--- src/sv/mbrs_pkg.sv ---
package mbrs_pkg;

	// bank size default
	localparam int unsigned REG_COUNT_DEF = 32;

	// function codes
	localparam logic [7:0] FC_READ_HOLDING = 8'h03;
	localparam logic [7:0] FC_READ_INPUT   = 8'h04;
	localparam logic [7:0] FC_WRITE_SINGLE = 8'h06;

	// exception flag and codes
	localparam logic [7:0] EXC_FLAG         = 8'h80;
	localparam logic [7:0] EXC_ILLEGAL_FUNC = 8'h01;
	localparam logic [7:0] EXC_ILLEGAL_ADDR = 8'h02;
	localparam logic [7:0] EXC_ILLEGAL_DATA = 8'h03;

	// request shape limits
	localparam logic [7:0]  REQ_LEN = 8'd5;
	localparam logic [15:0] MAX_QTY = 16'd125;

	typedef struct packed {
		logic [7:0]  pdu_length;
		logic [7:0]  function_code;
		logic [15:0] address;
		logic [15:0] operand;
	} req_t;

	typedef struct packed {
		logic [7:0] first_byte;
		logic [7:0] second_byte;
		logic       second_valid;
		logic       last;
	} rsp_t;

endpackage

--- src/sv/modbus_register_slave_pdu.sv ---
// channel    ports                 handshake
// request    start, busy, req      taken when start && !busy
// response   strobe, rsp           one pair per cycle while strobe is high
//
// a request passes through decode, then sends its pairs on back-to-back cycles
// read: a header pair, then one data pair per register (one bank read per cycle, one read port)
// write: a header pair and two echo pairs; exception: one pair; empty request: no pairs
// busy stays high until the last pair is registered; the receiver cannot stall
// reset clears the sequencer and the bank's written flags, so the bank reads zero
module modbus_register_slave_pdu #(
	parameter int unsigned REG_COUNT = mbrs_pkg::REG_COUNT_DEF
) (
	input  logic          clk,
	input  logic          arst_n,
	input  logic          start,
	output logic          busy,
	input  mbrs_pkg::req_t req,
	output logic          strobe,
	output mbrs_pkg::rsp_t rsp
);

	localparam int unsigned AW = (REG_COUNT > 1) ? $clog2(REG_COUNT) : 1;
	localparam int unsigned CW = $clog2(REG_COUNT + 1);

	typedef enum logic [2:0] {
		ST_IDLE,
		ST_CHECK,
		ST_READ,
		ST_ECHO2,
		ST_ECHO3
	} state_t;

	state_t         state_q;
	mbrs_pkg::req_t req_q;
	logic [AW-1:0]  idx_q;
	logic [CW-1:0]  cnt_q;
	logic           strobe_q;
	mbrs_pkg::rsp_t rsp_q;

	logic           is_read;
	logic           is_write;
	logic           range_err;
	logic           req_ok;
	logic [7:0]     exc_code;
	logic [16:0]    span;
	logic           bank_wr_en;
	logic           bank_rd_en;
	logic [AW-1:0]  bank_rd_addr;
	logic [15:0]    bank_rd_data;

	// shared compare unit: end of read span or write address against bank size
	always_comb begin
		span = 17'({1'b0, req_q.address}) +
			((req_q.function_code == mbrs_pkg::FC_WRITE_SINGLE) ? 17'd1 :
			17'({1'b0, req_q.operand}));
		range_err = span > 17'(REG_COUNT);
	end

	// request decode
	always_comb begin
		is_read  = req_q.function_code inside {mbrs_pkg::FC_READ_HOLDING,
			mbrs_pkg::FC_READ_INPUT};
		is_write = req_q.function_code == mbrs_pkg::FC_WRITE_SINGLE;
		req_ok   = 1'b0;
		exc_code = mbrs_pkg::EXC_ILLEGAL_FUNC;
		if (is_read || is_write) begin
			if (req_q.pdu_length != mbrs_pkg::REQ_LEN) begin
				exc_code = mbrs_pkg::EXC_ILLEGAL_DATA;
			end else if (is_read && (req_q.operand == 16'd0 ||
				req_q.operand > mbrs_pkg::MAX_QTY)) begin
				exc_code = mbrs_pkg::EXC_ILLEGAL_DATA;
			end else if (range_err) begin
				exc_code = mbrs_pkg::EXC_ILLEGAL_ADDR;
			end else begin
				req_ok = 1'b1;
			end
		end
	end

	// bank port control
	always_comb begin
		bank_wr_en   = (state_q == ST_CHECK) && is_write && req_ok;
		bank_rd_en   = 1'b0;
		bank_rd_addr = idx_q;
		if (state_q == ST_CHECK) begin
			bank_rd_en   = is_read && req_ok;
			bank_rd_addr = req_q.address[AW-1:0];
		end else if (state_q == ST_READ) begin
			bank_rd_en = cnt_q != CW'(1);
		end
	end

	mbrs_regbank #(
		.REG_COUNT(REG_COUNT)
	) u_bank (
		.clk     (clk),
		.arst_n  (arst_n),
		.wr_en   (bank_wr_en),
		.wr_addr (req_q.address[AW-1:0]),
		.wr_data (req_q.operand),
		.rd_en   (bank_rd_en),
		.rd_addr (bank_rd_addr),
		.rd_data (bank_rd_data)
	);

	// sequencer with registered response
	always_ff @(posedge clk or negedge arst_n) begin
		if (!arst_n) begin
			state_q  <= ST_IDLE;
			req_q    <= '0;
			idx_q    <= '0;
			cnt_q    <= '0;
			strobe_q <= 1'b0;
			rsp_q    <= '0;
		end else begin
			strobe_q <= 1'b0;
			case (state_q)
				ST_IDLE: begin
					if (start && req.pdu_length != 8'd0) begin
						req_q   <= req;
						state_q <= ST_CHECK;
					end
				end
				ST_CHECK: begin
					strobe_q <= 1'b1;
					if (!req_ok) begin
						rsp_q   <= '{first_byte: req_q.function_code | mbrs_pkg::EXC_FLAG,
							second_byte: exc_code, second_valid: 1'b1, last: 1'b1};
						state_q <= ST_IDLE;
					end else if (is_read) begin
						rsp_q   <= '{first_byte: req_q.function_code,
							second_byte: {req_q.operand[6:0], 1'b0},
							second_valid: 1'b1, last: 1'b0};
						idx_q   <= req_q.address[AW-1:0] + AW'(1);
						cnt_q   <= req_q.operand[CW-1:0];
						state_q <= ST_READ;
					end else begin
						rsp_q   <= '{first_byte: req_q.function_code,
							second_byte: req_q.address[15:8],
							second_valid: 1'b1, last: 1'b0};
						state_q <= ST_ECHO2;
					end
				end
				ST_READ: begin
					strobe_q <= 1'b1;
					rsp_q    <= '{first_byte: bank_rd_data[15:8],
						second_byte: bank_rd_data[7:0], second_valid: 1'b1,
						last: cnt_q == CW'(1)};
					idx_q    <= idx_q + AW'(1);
					cnt_q    <= cnt_q - CW'(1);
					if (cnt_q == CW'(1)) begin
						state_q <= ST_IDLE;
					end
				end
				ST_ECHO2: begin
					strobe_q <= 1'b1;
					rsp_q    <= '{first_byte: req_q.address[7:0],
						second_byte: req_q.operand[15:8], second_valid: 1'b1,
						last: 1'b0};
					state_q  <= ST_ECHO3;
				end
				ST_ECHO3: begin
					strobe_q <= 1'b1;
					rsp_q    <= '{first_byte: req_q.operand[7:0], second_byte: 8'h00,
						second_valid: 1'b0, last: 1'b1};
					state_q  <= ST_IDLE;
				end
				default: begin
					state_q <= ST_IDLE;
				end
			endcase
		end
	end

	assign busy   = state_q != ST_IDLE;
	assign strobe = strobe_q;
	assign rsp    = rsp_q;

	// an empty request produces nothing and leaves the block free
	a_empty_drop: assert property (@(posedge clk) disable iff (!arst_n)
		start && !busy && req.pdu_length == 8'd0 |=> !busy && !strobe)
		else $error("empty request started work");

	// a non-empty request goes into decode with no pair yet
	a_start_decode: assert property (@(posedge clk) disable iff (!arst_n)
		start && !busy && req.pdu_length != 8'd0 |=> busy && !strobe)
		else $error("request not taken into decode");

	// more pairs pending means the block must still be busy
	a_more_busy: assert property (@(posedge clk) disable iff (!arst_n)
		strobe && !rsp.last |-> busy)
		else $error("response cut short");

	// a half pair only closes a write echo
	a_half_pair: assert property (@(posedge clk) disable iff (!arst_n)
		strobe && !rsp.second_valid |-> rsp.last && rsp.second_byte == 8'h00)
		else $error("odd trailing byte misplaced");

endmodule

--- src/sv/mbrs_regbank.sv ---
module mbrs_regbank #(
	parameter int unsigned REG_COUNT = mbrs_pkg::REG_COUNT_DEF,
	localparam int unsigned AW = (REG_COUNT > 1) ? $clog2(REG_COUNT) : 1
) (
	input  logic          clk,
	input  logic          arst_n,
	input  logic          wr_en,
	input  logic [AW-1:0] wr_addr,
	input  logic [15:0]   wr_data,
	input  logic          rd_en,
	input  logic [AW-1:0] rd_addr,
	output logic [15:0]   rd_data
);

	logic [15:0]          mem [REG_COUNT];
	logic [REG_COUNT-1:0] vld_q;
	logic [15:0]          rd_data_q;

	// storage array, registered read, unwritten entries read as zero
	always_ff @(posedge clk) begin
		if (wr_en) begin
			mem[wr_addr] <= wr_data;
		end
		if (rd_en) begin
			rd_data_q <= vld_q[rd_addr] ? mem[rd_addr] : 16'h0000;
		end
	end

	// per-entry written flags, cleared at reset
	always_ff @(posedge clk or negedge arst_n) begin
		if (!arst_n) begin
			vld_q <= '0;
		end else if (wr_en) begin
			vld_q[wr_addr] <= 1'b1;
		end
	end

	assign rd_data = rd_data_q;

endmodule
--- config.mk ---
export PLATFORM = sky130hd
export DESIGN_NAME = modbus_register_slave_pdu
export DESIGN_NICKNAME = d
export VERILOG_FILES = /design/src/sv/mbrs_pkg.sv /design/src/sv/modbus_register_slave_pdu.sv /design/src/sv/mbrs_regbank.sv
export SDC_FILE = /design/constraint.sdc
export NUM_CORES = 1
export LEC_CHECK = 0
export ABC_AREA = 1
export CORE_MARGIN = 4
export CORE_UTILIZATION = 36
export DETAILED_ROUTE_END_ITERATION = 6
export DONT_BUFFER_PORTS = 1
export SLEW_MARGIN = 5
export SYNTH_ARGS = -nofsm -noshare
export SYNTH_HDL_FRONTEND = slang
export SYNTH_SLANG_ARGS = --single-unit
--- constraint.sdc ---
create_clock -name clk -period 6.4 [get_ports clk]
set_input_delay 0.32 -clock clk [delete_from_list [all_inputs] [get_ports clk]]
set_output_delay 0.32 -clock clk [all_outputs]
set_load 0.01 [all_outputs]
==> impl_metrics.csv, run 1 <==
group,metric,value,unit
logic_synthesis,async_reset_ff_share,17.6,%
timing,rsz0062_at_grt,"false",
timing,timing.final.crit_share,74.8,%
setup_path,cp-start-kind,"flop",
detailed_routing,wl,78.3,mm
floorplanning,boundaryPins,71,
logic_synthesis,seq_area_frac_synth,67.4,%
clock_tree,htree_levels,3,
setup_path,crit_path_top_delay_cell,"nor2_1",
detailed_routing,drt_iter0_drc,1997,
clock_tree,clk_latency,0.61,ns
timing,hold_violations,0,
placed_design,port_buffers,0,
grt,grt_overflow,0,
detailed_routing,drt-pass1-iter-count,6,
power,peakVddDrop,208,uV
clock_tree,clockBufferDepth,3,
detailed_routing,ant_nets,0,
clock_tree,path_clk_slew,0.06,ns
grt,grt_pass1_wl,117,mm
setup_path,cp-end-kind,"flop",
detailed_routing,wl_per_cell,21.9,um
placed_design,place.gp.congestion,0.904,
finish,regArea,18700,um^2
power,p_leak,12.8,nW
setup_path,crit_path_frequent_cell,"nand2_1",
timing,finalSetupTns,0,ns
logic_synthesis,synth_area_per_cell,11.3,um^2
grt,grt_max_degree,197,
floorplanning,row_count,101,
clock_tree,cts_resized,0,
flow_run,cap_violations,0,
logic_synthesis,ys_types,53,
timing,period_needed,4.79,ns
setup_path,cp.required,6.70,ns
clock_tree,cts_root_buf,"clkbuf_16",
logic_synthesis,synth.net_count,2519,
finish,nets,2570,
finish,drive_gt1_share,9.36,%
logic_synthesis,netlist_instances,2448,
setup_path,crit_fanout,16,
finish,layout_commonest_cell,"edfxtp_1",
min_path,hold_path_depth,2,
grt,track_usage,18.7,%
logic_synthesis,synth-edff-count,528,
detailed_routing,via_per_inst,5.44,
finish,layout_common_cells,"edfxtp_1 (528), nor2_1 (451), nand2_1 (241)",
timing,setup_viol,0,
grt,first_global_vias,18909,
clock_tree,cts_tree,"done",
floorplanning,core_area,76200,um^2
timing,fmax,0.209,GHz
logic_synthesis,synth.cell_area,27700,um^2
timing,slew_viol_final,0,
floorplanning,die_area,81500,um^2
clock_tree,cts.sinks,641,
finish,area_delta_synth_final,14.0,%
timing,max_slew_margin,31.6,%
clock_tree,numCtsBuffers,70,
setup_path,cp_cell_sequence,"nor3_1 > nand3_1 > nor3_2 > buf_4 > nor2_1 > ha_1 > nand2_1 > inv_1 > nand2_1 > nand2_1 > a21oi_1 > nand2_1 > nand2_1 > nand2_1 > a21oi_2 > nand3_2 > nor3_4 > nand4_4 > nor2_1 > buf_4",
floorplanning,initial_utilization,36.4,%
logic_synthesis,ys_seq_elements,641,
floorplanning,die_w,286,um
logic_synthesis,synth_flop_cell,"edfxtp_1",
outcome,status,"finished clean",
timing,clock_skew,0.0264,ns
setup_path,reg2reg_depth,20,
detailed_routing,drc,0,
timing,worst_pin_slew,1.02,ns
setup_path,crit_type,"reg -> reg",
finish,multi_input_area,7850,um^2
setup_path,slowest_delay,0.45,ns
min_path,hold_path.class,"in -> reg",
finish,n_fill_cell,7050,
timing,holdWs,0.155,ns
setup_path,regToRegSetupSlack,1.61,ns
placed_design,hpwl,46.2,mm
finish,diodes,0,
power,powerDensity,264,nW/um^2
logic_synthesis,ys_warn_count,0,
detailed_routing,num_vias,19487,
grt,antenna_found_initial,0,
floorplanning,dieHeight,286,um
setup_path,worstPathArrival,5.09,ns
[sequential cells by signal (all words and copies together) (netlist names)]
signal	flops
idx_q	5
u_bank.vld_q	32
cnt_q	6
rsp	18
strobe	1
req_q	48
u_bank.mem	512
u_bank.rd_data	16
state_q	3
[worst max-delay path, delay by kind of cell (launching register included)]
family,cells,cell delay (ns)
AO/OA/AOI/OAI,2,0.33
adder cells (fa/ha/maj),1,0.36
buffers and inverters,3,0.71
flip-flops,1,0.39
AND/OR/NAND/NOR,14,2.68
[cell families (layout without fill, tap and decap cells)]
family | after synthesis | in the layout | share of synthesized area [%]
muxes | 13 | 13 | 0.523
adders and majority gates | 20 | 20 | 0.929
DFF | 641 | 641 | 67.4
xor gates and xnor gates | 4 | 4 | 0.153
AOI/OAI and AO/OA | 541 | 541 | 11.8
and+or+nand+nor | 941 | 941 | 14.7
buffers and inverters | 288 | 393 | 4.53
[Yosys cell counts, types with 5 or more instances]
cell type,instances,area [um^2]
edfxtp_1,528,15900
nor2_1,451,1690
nand2_1,241,905
o21ai_0,211,1060
nand3_1,175,876
inv_1,139,522
dfrtp_1,113,2830
o21ai_1,94,470
o221ai_1,91,797
a21oi_1,72,360
clkbuf_1,67,251
buf_2,48,240
o211ai_1,44,330
ha_1,19,238
nor3_1,15,75.1
buf_6,12,135
mux2_2,12,135
nand4_1,11,68.8
or2_2,10,62.6
nand2_2,9,56.3
inv_2,7,26.3
a31oi_1,6,37.5
buf_4,6,45.0
o21ai_2,6,52.6
a221oi_1,5,43.8
o211ai_2,5,62.6
[layer usage]
layer  vias to the layer above  GRT usage (%)  wire, um
li1                       8872              -         -
met1                      9662           26.3     33600
met2                       836           29.1     35700
met3                       117           3.39      6320
met4                         0           6.81      2620
met5                         -              0         0
[report_power, final]
part | total (mW) | switching, mW | internal (mW)
logic | 0.0423 | 0.0199 | 0.0224
registers | 4.46 | 0 | 4.46
clock network | 3.84 | 1.64 | 2.20
total | 8.34 | 1.66 | 6.68
[metrics by stage]
| stage | instance area, um^2 | power, mW | utilization, % | std cells | setup WS (ns) |
|---|---|---|---|---|---|
| 3_5_place_dp | 28900 | 4.55 | 37.9 | 3406 | 1.63 |
| 4_1_cts | 31600 | 8.41 | 41.5 | 3583 | 1.61 |
| 6_report | 31600 | 8.34 | 41.5 | 3583 | 1.61 |
| 5_1_grt | 31600 | 8.59 | 41.5 | 3583 | 1.11 |
| 2_1_floorplan | 27700 | 4.55 | - | 2448 | 1.60 |
| 3_3_place_gp | 28900 | 4.55 | 37.9 | 3406 | 1.70 |
[repair_timing]
item / CTS / global route
endpoints found under the hold margin: 163 / 0
setup buffers: 0 / 0
endpoints found under the setup margin: 0 / 0
hold buffers: 51 / 0
[layout make-up]
cell class | instances | area share, %
Inverter | 151 | 1.82
Timing Repair Buffer | 116 | 3.29
Tap cell | 1030 | 4.08
Multi-Input combinational cell | 1519 | 24.8
Sequential cell | 641 | 59.1
Clock buffer | 91 | 5.89
Clock inverter | 35 | 0.982
[path summary, 6_finish.rpt]
kind,start,end
min in group asynchronous,arst_n,cnt_q[0]
max in group asynchronous,arst_n,rsp[6]
min reg2reg,u_bank.vld_q[23],u_bank.vld_q[23]
max,req_q[38],u_bank.mem[30][5]
max reg2reg,req_q[38],u_bank.mem[30][5]
min,start,req_q[17]
Note: power is estimated with default switching activity, not from simulation.
==> inputs of run 2 (changes only) <==
==> constraint.sdc (replaced) <==
create_clock -name clk -period 4.3 [get_ports clk]
set_input_delay 0.215 -clock clk [delete_from_list [all_inputs] [get_ports clk]]
set_output_delay 0.215 -clock clk [all_outputs]
set_load 0.01 [all_outputs]
==> run 2 against run 1 <==
Against the previous run: core utilization is 1.2 points higher; non-clock buffer count is 22 higher; setup slack worse by 1.4 ns; die area stayed put; global-route usage is 0.17 points higher; sequential power is 49% higher; wire length is 0.61% higher; design area is 2.9% higher; highest routed layer unchanged.
==> impl_metrics.csv, run 2 (synthesis gave the netlist of run 1 again) <==
group,metric,value,unit
floorplanning,die_w,286,um
placed_design,port_buffers,0,
timing,worst_pin_slew,0.967,ns
clock_tree,htree_levels,2,
detailed_routing,drt_iter0_drc,1954,
finish,reg_top3,"u_bank.mem (512), req_q (48), u_bank.vld_q (32)",
grt,grt_overflow,0,
detailed_routing,highest_layer,"met4",
timing,setup_viol,0,
setup_path,worstPathArrival,4.38,ns
setup_path,cp-start-kind,"flop",
grt,first_global_vias,19067,
setup_path,crit_type,"reg -> reg",
detailed_routing,wl_per_cell,21.9,um
clock_tree,clk_latency,0.65,ns
grt,antenna_found_initial,1,
setup_path,crit_path_top_delay_cell,"fa_1",
placed_design,hpwl,48.9,mm
timing,slew_viol_final,0,
setup_path,path_delay_family,"simple AND/OR/NAND/NOR gates",
placed_design,dpl.cell_count,3428,
clock_tree,cts_tree,"done",
placed_design,place.gp.congestion,0.887,
setup_path,cp.required,4.63,ns
finish,largest_reg_flops,512,
timing,finalSetupTns,0,ns
power,powerDensity,383,nW/um^2
detailed_routing,drc,0,
grt,track_usage,18.9,%
timing,clock_skew,0.0338,ns
grt,grt_pass1_wl,119,mm
finish,area_delta_synth_final,17.3,%
finish,layout_commonest_cell,"edfxtp_1",
setup_path,crit_path_frequent_cell,"buf_12",
timing,fmax,0.247,GHz
power,p_leak,13.0,nW
detailed_routing,wl,78.8,mm
finish,drive_gt1_share,11.4,%
grt,grt_max_degree,173,
floorplanning,dieHeight,286,um
timing,rsz0062_at_grt,"false",
clock_tree,clockBufferDepth,3,
floorplanning,row_count,101,
detailed_routing,num_vias,19366,
floorplanning,core_area,76200,um^2
detailed_routing,met2_length,37.5,mm
setup_path,crit_fanout,13,
outcome,status,"finished clean",
setup_path,cp_cell_sequence,"nor3_1 > nand3_1 > nor3_4 > or2_2 > ha_1 > fa_1 > or2_2 > a21oi_1 > nand3_1 > nand2_1 > nand2_1 > nor2_4 > nand3b_4 > nor3_4 > buf_12 > nand4_4 > buf_12 > nor2_4 > buf_12",
clock_tree,numCtsBuffers,61,
flow_run,cap_violations,0,
power,peakVddDrop,318,uV
timing,max_slew_margin,35.5,%
finish,nets,2583,
detailed_routing,via_per_inst,5.39,
detailed_routing,wl_met3,6.33,mm
floorplanning,initial_utilization,36.4,%
setup_path,slowest_delay,0.44,ns
setup_path,cp-end-kind,"flop",
detailed_routing,ant_nets,0,
detailed_routing,wirelength_met1,32.1,mm
finish,top_register,"u_bank.mem",
detailed_routing,drt-pass1-iter-count,7,
clock_tree,cts.sinks,641,
clock_tree,path_clk_slew,0.06,ns
timing,period_needed,4.04,ns
clock_tree,cts_root_buf,"clkbuf_16",
timing,hold_violations,0,
setup_path,regToRegSetupSlack,0.26,ns
setup_path,cp_num_buf_inv,3,
min_path,hold_path.class,"in -> reg",
clock_tree,cts_setup_buffers,0,
timing,timing.final.crit_share,94.0,%
floorplanning,die_area,81500,um^2
finish,final_cells,3595,
finish,layout_common_cells,"edfxtp_1 (528), nor2_1 (418), nand2_1 (241)",
floorplanning,boundaryPins,71,
[run 2: cell count changes in the layout (fill, tap and decap cells not counted), moves of 4 or more]
cell	before	now
clkinv_2	6	10
clkbuf_1	19	12
buf_12	2	44
bufinv_16	3	13
buf_4	63	42
clkbuf_16	71	61
nor2_4	2	34
nor2_1	451	418
[run 2: final cells by class]
class                           count  area, um^2
Fill cell                        7010       43700
Sequential cell                   641       18700
Multi-Input combinational cell   1519        8090
Timing Repair Buffer              138        1740
Clock buffer                       74        1590
Tap cell                         1030        1290
Inverter                          151         574
Clock inverter                     40         572
Antenna cell                        2        5.00
[run 2: routing by layer]
metal | vias up | track usage [%]
met1 | 9573 | 25.3
met5 | - | 0
li1 | 8891 | -
met2 | 742 | 30.4
met4 | 0 | 6.79
met3 | 160 | 3.97
[run 2: stage by stage]
stage | power (mW) | hold slack (ns) | utilization (%) | worst slack (ns) | cell area [um^2]
finish | 12.4 | 0.0589 | 42.7 | 0.258 | 32500
global route | 12.8 | 0.0574 | 42.7 | 0.0163 | 32500
CTS | 12.5 | 0.0319 | 42.7 | 0.181 | 32500
detailed placement | 6.77 | -0.0670 | 39.2 | 0.182 | 29800
global placement | 6.77 | -0.0667 | 39.2 | 0.173 | 29800
floorplan | 6.77 | -0.0806 | - | 0.105 | 28000
[run 2: report_power, final]
| group | internal, mW | total [mW] | leakage, nW | switching [mW] |
|---|---|---|---|---|
| Combinational | 0.0334 | 0.0640 | 4.36 | 0.0307 |
| Sequential | 6.64 | 6.64 | 7.61 | 0 |
| Clock | 3.41 | 5.75 | 1.04 | 2.34 |
| Total | 10.1 | 12.4 | 13.0 | 2.37 |
[run 2: worst reg2reg max path: stages (launching register included)]
cell	delay [ns]
dfrtp_1	0.40
nor3_1	0.22
nand3_1	0.14
nor3_4	0.24
or2_2	0.16
ha_1	0.21
fa_1	0.44
or2_2	0.30
a21oi_1	0.14
nand3_1	0.09
nand2_1	0.10
nand2_1	0.09
nor2_4	0.10
nand3b_4	0.10
nor3_4	0.23
buf_12	0.16
nand4_4	0.09
buf_12	0.19
nor2_4	0.17
buf_12	0.17
[run 2: repair_timing]
item,in CTS,in global routing
resized for setup,0,2
hold buffers,51,0
hold endpoints to repair,163,0
endpoints found under the setup margin,0,11
[run 2: path summary, 6_finish.rpt]
| kind | start | to | cells after the start |
|---|---|---|---|
| max | req_q[38] | u_bank.mem[10][10] | 19 |
| min | req[46] | state_q[0] | 4 |
| max reg2reg | req_q[38] | u_bank.mem[10][10] | 19 |
| min reg2reg | u_bank.vld_q[27] | u_bank.vld_q[27] | 2 |
| max in group asynchronous | arst_n | rsp[8] | 2 |
| min in group asynchronous | arst_n | strobe | 2 |
